===== src/design/hdlc_pkg.sv =====
`timescale 1ns / 1ps

package hdlc_pkg;

   // Line control bytes
   localparam logic [7:0] FLAG_BYTE = 8'h7E;
   localparam logic [7:0] ESC_BYTE  = 8'h7D;

   // FCS-16, reflected form
   localparam logic [15:0] FCS_POLY = 16'h8408;
   localparam logic [15:0] FCS_INIT = 16'hFFFF;

   // Largest expansion of one payload byte
   localparam int MAX_OUT = 8;

   typedef logic [MAX_OUT-1:0][7:0] byte_list_type;

   // One byte through the FCS register, LSB first
   function automatic logic [15:0] fcs_update(input logic [15:0] fcs, input logic [7:0] b);
      logic [15:0] v;
      v = fcs ^ {8'h00, b};
      for (int k = 0; k < 8; k++) begin
         if (v[0]) begin
            v = (v >> 1) ^ FCS_POLY;
         end else begin
            v = v >> 1;
         end
      end
      return v;
   endfunction

   // Bytes that must be escaped on the line
   function automatic logic needs_escape(input logic [7:0] b);
      return (b == ESC_BYTE) || (b == FLAG_BYTE);
   endfunction

endpackage


===== src/design/hdlc_byte_stuff_framer_fcs16.sv =====
`timescale 1ns / 1ps

// Channel  Dir  tdata           tlast      Meaning
// req      in   data_byte[7:0]  last_byte  raw payload byte of a packet
// rsp      out  out_byte[7:0]   run_end    framed line byte
//
// A payload byte yields 1 to 8 line bytes (2 for a stuffed mid-frame byte), and an item
// holds the output until its last line byte is accepted. The input and expansion registers
// sit in series ahead of rsp; items flow every cycle only while each yields one byte and
// rsp is ready, since a stall on rsp holds the current item and the input behind it.
// Reset is synchronous, active high: it empties both registers, closes the frame and
// loads the FCS with its initial value. Stalls on rsp hold the current byte stable.
module hdlc_byte_stuff_framer_fcs16 (
   input  logic       clock,
   input  logic       reset,
   input  logic       req_tvalid,
   output logic       req_tready,
   input  logic [7:0] req_tdata,   // [7:0] data_byte
   input  logic       req_tlast,   // last_byte
   output logic       rsp_tvalid,
   input  logic       rsp_tready,
   output logic [7:0] rsp_tdata,   // [7:0] out_byte
   output logic       rsp_tlast    // run_end
);

   // Input register
   logic       a_valid_ff, a_valid_in;
   logic [7:0] a_data_ff;
   logic       a_last_ff;

   // Expansion register: line bytes of one item and a read pointer
   logic                   b_valid_ff, b_valid_in;
   hdlc_pkg::byte_list_type b_bytes_ff, b_bytes_in;
   logic [2:0]             b_end_ff, b_end_in;
   logic [2:0]             b_idx_ff, b_idx_in;

   // Framer state
   logic        in_frame_ff, in_frame_in;
   logic [15:0] fcs_ff, fcs_in;

   logic b_done;
   logic a_to_b;
   logic take_req;

   // Expansion scratch
   hdlc_pkg::byte_list_type list;
   logic [3:0]  pos;
   logic [15:0] fcs_next;
   logic [15:0] fcs_out;
   logic [2:0][7:0] cand;

   // Handshakes
   assign b_done     = b_valid_ff && rsp_tready && (b_idx_ff == b_end_ff);
   assign a_to_b     = a_valid_ff && (!b_valid_ff || b_done);
   assign req_tready = !a_valid_ff || a_to_b;
   assign take_req   = req_tvalid && req_tready;

   assign rsp_tvalid = b_valid_ff;
   assign rsp_tdata  = b_bytes_ff[b_idx_ff];
   assign rsp_tlast  = (b_idx_ff == b_end_ff);

   // Expand one payload byte into its line bytes
   always_comb begin
      list     = '0;
      pos      = '0;
      fcs_next = hdlc_pkg::fcs_update(fcs_ff, a_data_ff);
      fcs_out  = ~fcs_next;
      cand[0]  = a_data_ff;
      cand[1]  = fcs_out[15:8];
      cand[2]  = fcs_out[7:0];
      if (!in_frame_ff) begin
         list[pos[2:0]] = hdlc_pkg::FLAG_BYTE;
         pos = pos + 4'd1;
      end
      for (int k = 0; k < 3; k++) begin
         if (k == 0 || a_last_ff) begin
            if (hdlc_pkg::needs_escape(cand[k])) begin
               list[pos[2:0]] = hdlc_pkg::ESC_BYTE;
               pos = pos + 4'd1;
               list[pos[2:0]] = cand[k] ^ hdlc_pkg::ESC_BYTE;
            end else begin
               list[pos[2:0]] = cand[k];
            end
            pos = pos + 4'd1;
         end
      end
      if (a_last_ff) begin
         list[pos[2:0]] = hdlc_pkg::FLAG_BYTE;
         pos = pos + 4'd1;
      end
   end

   // Next values
   always_comb begin
      a_valid_in  = a_valid_ff;
      b_valid_in  = b_valid_ff;
      b_bytes_in  = b_bytes_ff;
      b_end_in    = b_end_ff;
      b_idx_in    = b_idx_ff;
      in_frame_in = in_frame_ff;
      fcs_in      = fcs_ff;

      if (a_to_b) begin
         a_valid_in = 1'b0;
      end
      if (take_req) begin
         a_valid_in = 1'b1;
      end

      if (b_valid_ff && rsp_tready) begin
         b_idx_in = b_idx_ff + 3'd1;
      end
      if (b_done) begin
         b_valid_in = 1'b0;
      end

      if (a_to_b) begin
         b_valid_in = 1'b1;
         b_bytes_in = list;
         b_end_in   = pos[2:0] - 3'd1;
         b_idx_in   = '0;
         if (a_last_ff) begin
            in_frame_in = 1'b0;
            fcs_in      = hdlc_pkg::FCS_INIT;
         end else begin
            in_frame_in = 1'b1;
            fcs_in      = fcs_next;
         end
      end
   end

   // Control registers
   always_ff @(posedge clock) begin
      if (reset) begin
         a_valid_ff  <= 1'b0;
         b_valid_ff  <= 1'b0;
         b_idx_ff    <= '0;
         in_frame_ff <= 1'b0;
         fcs_ff      <= hdlc_pkg::FCS_INIT;
      end else begin
         a_valid_ff  <= a_valid_in;
         b_valid_ff  <= b_valid_in;
         b_idx_ff    <= b_idx_in;
         in_frame_ff <= in_frame_in;
         fcs_ff      <= fcs_in;
      end
   end

   // Payload registers
   always_ff @(posedge clock) begin
      if (take_req) begin
         a_data_ff <= req_tdata;
         a_last_ff <= req_tlast;
      end
      b_bytes_ff <= b_bytes_in;
      b_end_ff   <= b_end_in;
   end

   // Read pointer never runs past the end of the list
   a_idx_range: assert property (@(posedge clock) disable iff (reset)
      b_valid_ff |-> (b_idx_ff <= b_end_ff))
      else $error("read pointer past end of line bytes");

   // A closed frame always holds the initial FCS
   a_fcs_idle: assert property (@(posedge clock) disable iff (reset)
      !in_frame_ff |-> (fcs_ff == hdlc_pkg::FCS_INIT))
      else $error("FCS not reset outside a frame");

   // Opening a frame puts the flag first
   a_open_flag: assert property (@(posedge clock) disable iff (reset)
      (a_to_b && !in_frame_ff) |=> (b_bytes_ff[0] == hdlc_pkg::FLAG_BYTE))
      else $error("frame opened without flag");

   // Last payload byte closes the frame, ending in a flag
   a_close: assert property (@(posedge clock) disable iff (reset)
      (a_to_b && a_last_ff) |=>
         (!in_frame_ff && (b_bytes_ff[b_end_ff] == hdlc_pkg::FLAG_BYTE)))
      else $error("frame not closed after last byte");

endmodule


===== config.mk =====
export PLATFORM = sky130hd
export DESIGN_NAME = hdlc_byte_stuff_framer_fcs16
export DESIGN_NICKNAME = d
export VERILOG_FILES = /design/src/design/hdlc_pkg.sv /design/src/design/hdlc_byte_stuff_framer_fcs16.sv
export SDC_FILE = /design/constraint.sdc
export NUM_CORES = 1
export LEC_CHECK = 0
export CAP_MARGIN = 15
export CELL_PAD_IN_SITES_DETAIL_PLACEMENT = 1
export CELL_PAD_IN_SITES_GLOBAL_PLACEMENT = 1
export CORE_MARGIN = 5
export CORE_UTILIZATION = 40
export DETAILED_ROUTE_END_ITERATION = 12
export DONT_BUFFER_PORTS = 1
export MAX_ROUTING_LAYER = met4
export PLACE_DENSITY_LB_ADDON = 0.1
export SLEW_MARGIN = 0
export SYNTH_ARGS = -nofsm -noshare
export SYNTH_HDL_FRONTEND = slang
export SYNTH_SLANG_ARGS = --single-unit

===== constraint.sdc =====
create_clock -name clock -period 7.8 [get_ports clock]
set_input_delay 0.39 -clock clock [delete_from_list [all_inputs] [get_ports clock]]
set_output_delay 0.39 -clock clock [all_outputs]
set_load 0.01 [all_outputs]

==> results.json <==
{
  "fmax_mhz": 153,
  "path_buf_inv": 3,
  "synth_edf_count": 76,
  "rrSetupSlack_ns": 1.27,
  "diodes": 0,
  "routed_via_density": 6.47,
  "hold_viol_final": 0,
  "netlist-cell-type-count": 78,
  "initial_core_util_pct": 40.8,
  "synth_top_area_share_pct": 33.7,
  "core_area_sq_um": 16600,
  "drt_wl_total_mm": 24.6,
  "cts_made_buffers": 9,
  "pin_count": 24,
  "slowest_delay_ns": 0.82,
  "ant_nets": 0,
  "cp_max_fo": 24,
  "pwr-share-seq_pct": 41.4,
  "syn-cell-area_sq_um": 6770,
  "async_reset_ff_share_pct": 0,
  "synth.avg_cell_area_sq_um": 10.2,
  "cts_buffer_depth": 2,
  "slowest_stage": "xor2_1",
  "slew_violations": 0,
  "total_power_w": 0.00150,
  "cts_root_buf": "clkbuf_16",
  "drtIter0Drc": 573,
  "holdPathEnd": "a_valid_ff$_SDFFE_PP0P_",
  "path_cells": "xor2_1, nor4_1, nand4_2, inv_1, fa_1, nor2b_1, or2_2, inv_1, ha_1, nand2_1, o21ai_0, ha_1, xnor2_1, o31ai_1, a31oi_1, buf_4, or3b_1, a31o_1",
  "crit_arrival_ns": 6.63,
  "post-route-drc-count": 0,
  "ys_seq_area_share_pct": 40.2,
  "peakVddDrop_mv": 0.126,
  "seqCellArea_sq_um": 2720,
  "die_h_um": 140,
  "clkPwrFrac_pct": 29.5,
  "grt_max_degree": 68,
  "outcome": "complete, no violations",
  "rsz0062_at_grt": "false",
  "hpwlAfterDp_mm": 18.6,
  "final.setup_skew_ns": 0.0159,
  "multi_input_area_sq_um": 3760,
  "syn2layout_area_growth_pct": 6.66,
  "startpoint_type": "register",
  "synth_area_leaders": "edfxtp_1 34%, dfxtp_1 6.5%, mux4_2 5.3%, o21ai_0 3.2%, nor2_1 2.8%",
  "cts_resized": 0,
  "clock-sinks": 98,
  "required_ns": 7.90,
  "p_leak_nw": 2.56,
  "grt_remaining_overflow": 0,
  "yosys_most_used_dff": "edfxtp_1",
  "yosysTopAreaCell": "edfxtp_1",
  "io_buffer_count": 0,
  "gp_congestion": 0.950,
  "crit_family": "simple AND/OR/NAND/NOR gates",
  "relSlewSlack_pct": 19.9,
  "min_period_ns": 6.53,
  "drv.max_cap_violation_count": 0,
  "hold_path_class": "input pin to register",
  "ys_warn_count": 0,
  "grt_pass1_vias": 5519,
  "die_w_um": 140,
  "p_int_w": 0.000966,
  "p_sw_share_pct": 35.4,
  "rows": 47,
  "htree_levels": 3,
  "nets": 658,
  "power_frac_comb_pct": 29.1,
  "dieArea_sq_um": 19600,
  "track_usage_pct": 25.9,
  "clk_pin_slew_worst_paths_ns": 0.07,
  "post-cts-setup-buffer-count": 0,
  "holdPathStages": 1,
  "fillCellCount": 1831,
  "synth_cells": 662,
  "worstRegToRegCells": 18,
  "critPathCaptureType": "register",
  "postSynthNetCount": 686,
  "hold_start": "reset",
  "finalSetupTns_ns": 0,
  "drive_gt1_share_pct": 10.8,
  "r2r_end": "b_bytes_ff[7]$_DFFE_PP_",
  "critical_path_class": "register to register",
  "setup_viol": 0,
  "cts_tree": "built",
  "grt_pass1_wl_mm": 37.0,
  "p_switching_w": 0.000529,
  "worstMarginPinSlew_ns": 1.19,
  "wl_per_cell_um": 28.6,
  "num_vias": 5562,
  "powerDensity_nw_per_um2": 207,
  "worstSkewPairLatency_ns": 0.35,
  "cts_hold_buffers": 0,
  "dr.pass1.iters": 5,
  "worstReg2RegStart": "a_data_ff[3]$_DFFE_PP_",
  "antenna_found_initial": 0,
  "yosys_register_bits": 98,
  "finalCritPeriodShare_pct": 83.7
}
[cell families after synthesis]
family | share of synthesized area [%]
AO/OA/AOI/OAI | 19.7
XOR/XNOR | 10.6
adder cells (fa/ha/maj) | 2.15
buffers and inverters | 4.16
flip-flops | 40.2
multiplexers | 7.55
other | 0.0554
AND/OR/NAND/NOR | 15.6
[stage by stage]
step / cells / cell area [sq um] / hold slack, ns / utilization (%) / worst slack [ns]
2_1_floorplan: 662 / 6770 / 0.458 / - / 2.15
3_3_place_gp: 843 / 6920 / 0.464 / 41.7 / 1.65
3_5_place_dp: 843 / 6920 / 0.463 / 41.7 / 1.37
4_1_cts: 859 / 7220 / 0.0847 / 43.5 / 1.36
5_1_grt: 859 / 7220 / 0.0767 / 43.5 / 0.829
6_report: 859 / 7220 / 0.0997 / 43.5 / 1.27
[per-layer routing]
layer | GRT usage, % | vias to the layer above | wire length (um)
met1 | 35.4 | 2833 | 11100
met4 | 6.22 | 0 | 465
li1 | - | 2485 | -
met5 | - | - | 0
met2 | 39.8 | 216 | 11400
met3 | 5.45 | 28 | 1690
[cell usage in the layout, fill, tap and decap left out, drive strengths merged, types with 5 or more instances in the layout]
cell and n:
o211ai 6, o21ai 44, nor2b 6, edfxtp 76, or3 6, o22ai 16, mux4 16, clkbuf 9
nand4 7, a21o 6, xor2 15, mux2i 6, xnor3 7, dfxtp 22, nand2b 7, a21oi 37
nor3b 10, nor3 25, nand3 20, inv 26, o21a 7, mux2 8, xor3 5, nor2 50
a211oi 6, buf 11, ha 10, o31ai 8, and2 7, nor4 8, nand2 33, a31oi 15
o22a 16, o32ai 5, xnor2 26
[area by class of cell]
class                      instances  share of cell area [%]
clock inverter                     7                   0.971
multi-input combinational        493                    52.1
sequential                        98                    37.7
clock buffer                       9                    3.12
inverter                          21                    1.09
tap                              220                    3.81
timing repair buffer              11                    1.14
[registers in the layout, indices dropped and copies added, names as in the netlist]
name / cells
b_idx_ff: 3
a_valid_ff: 1
rsp_tvalid: 1
in_frame_ff: 1
b_end_ff: 3
fcs_ff: 16
b_bytes_ff: 64
a_last_ff: 1
a_data_ff: 8
[worst max-delay path by stage]
stage	from	endpoint	slack (ns)	cells after the start
after global routing	a_data_ff[3]$_DFFE_PP_	b_bytes_ff[0]$_DFFE_PP_	0.83	18
after floorplan	a_data_ff[3]$_DFFE_PP_	b_end_ff[2]$_DFFE_PP_	2.15	24
final	a_data_ff[3]$_DFFE_PP_	b_bytes_ff[7]$_DFFE_PP_	1.27	18
after CTS	a_data_ff[0]$_DFFE_PP_	b_bytes_ff[7]$_DFFE_PP_	1.36	18
after global placement	a_data_ff[0]$_DFFE_PP_	b_bytes_ff[0]$_DFFE_PP_	1.65	18
after detailed placement	a_data_ff[3]$_DFFE_PP_	b_bytes_ff[7]$_DFFE_PP_	1.37	18
[synth_stat cells (15+ instances only)]
cell and number:
nand2_1 33, xor2_1 15, nor2_1 50, nand3_1 20, o22a_1 16, dfxtp_1 22, a21oi_1 37, nor3_1 23
inv_1 21, a31oi_1 15, xnor2_1 20, mux4_2 16, clkbuf_1 37, o22ai_1 16, edfxtp_1 76, o21ai_0 43
[power groups by stage]
stage / Clock (W) / Sequential (W) / Combinational, W
2_1_floorplan: 0 / 0.000621 / 0.000288
3_3_place_gp: 0 / 0.000630 / 0.000419
3_5_place_dp: 0 / 0.000631 / 0.000422
4_1_cts: 0.000455 / 0.000619 / 0.000425
5_1_grt: 0.000478 / 0.000622 / 0.000458
6_report: 0.000441 / 0.000619 / 0.000435
Power figures use the tool's default switching activity.
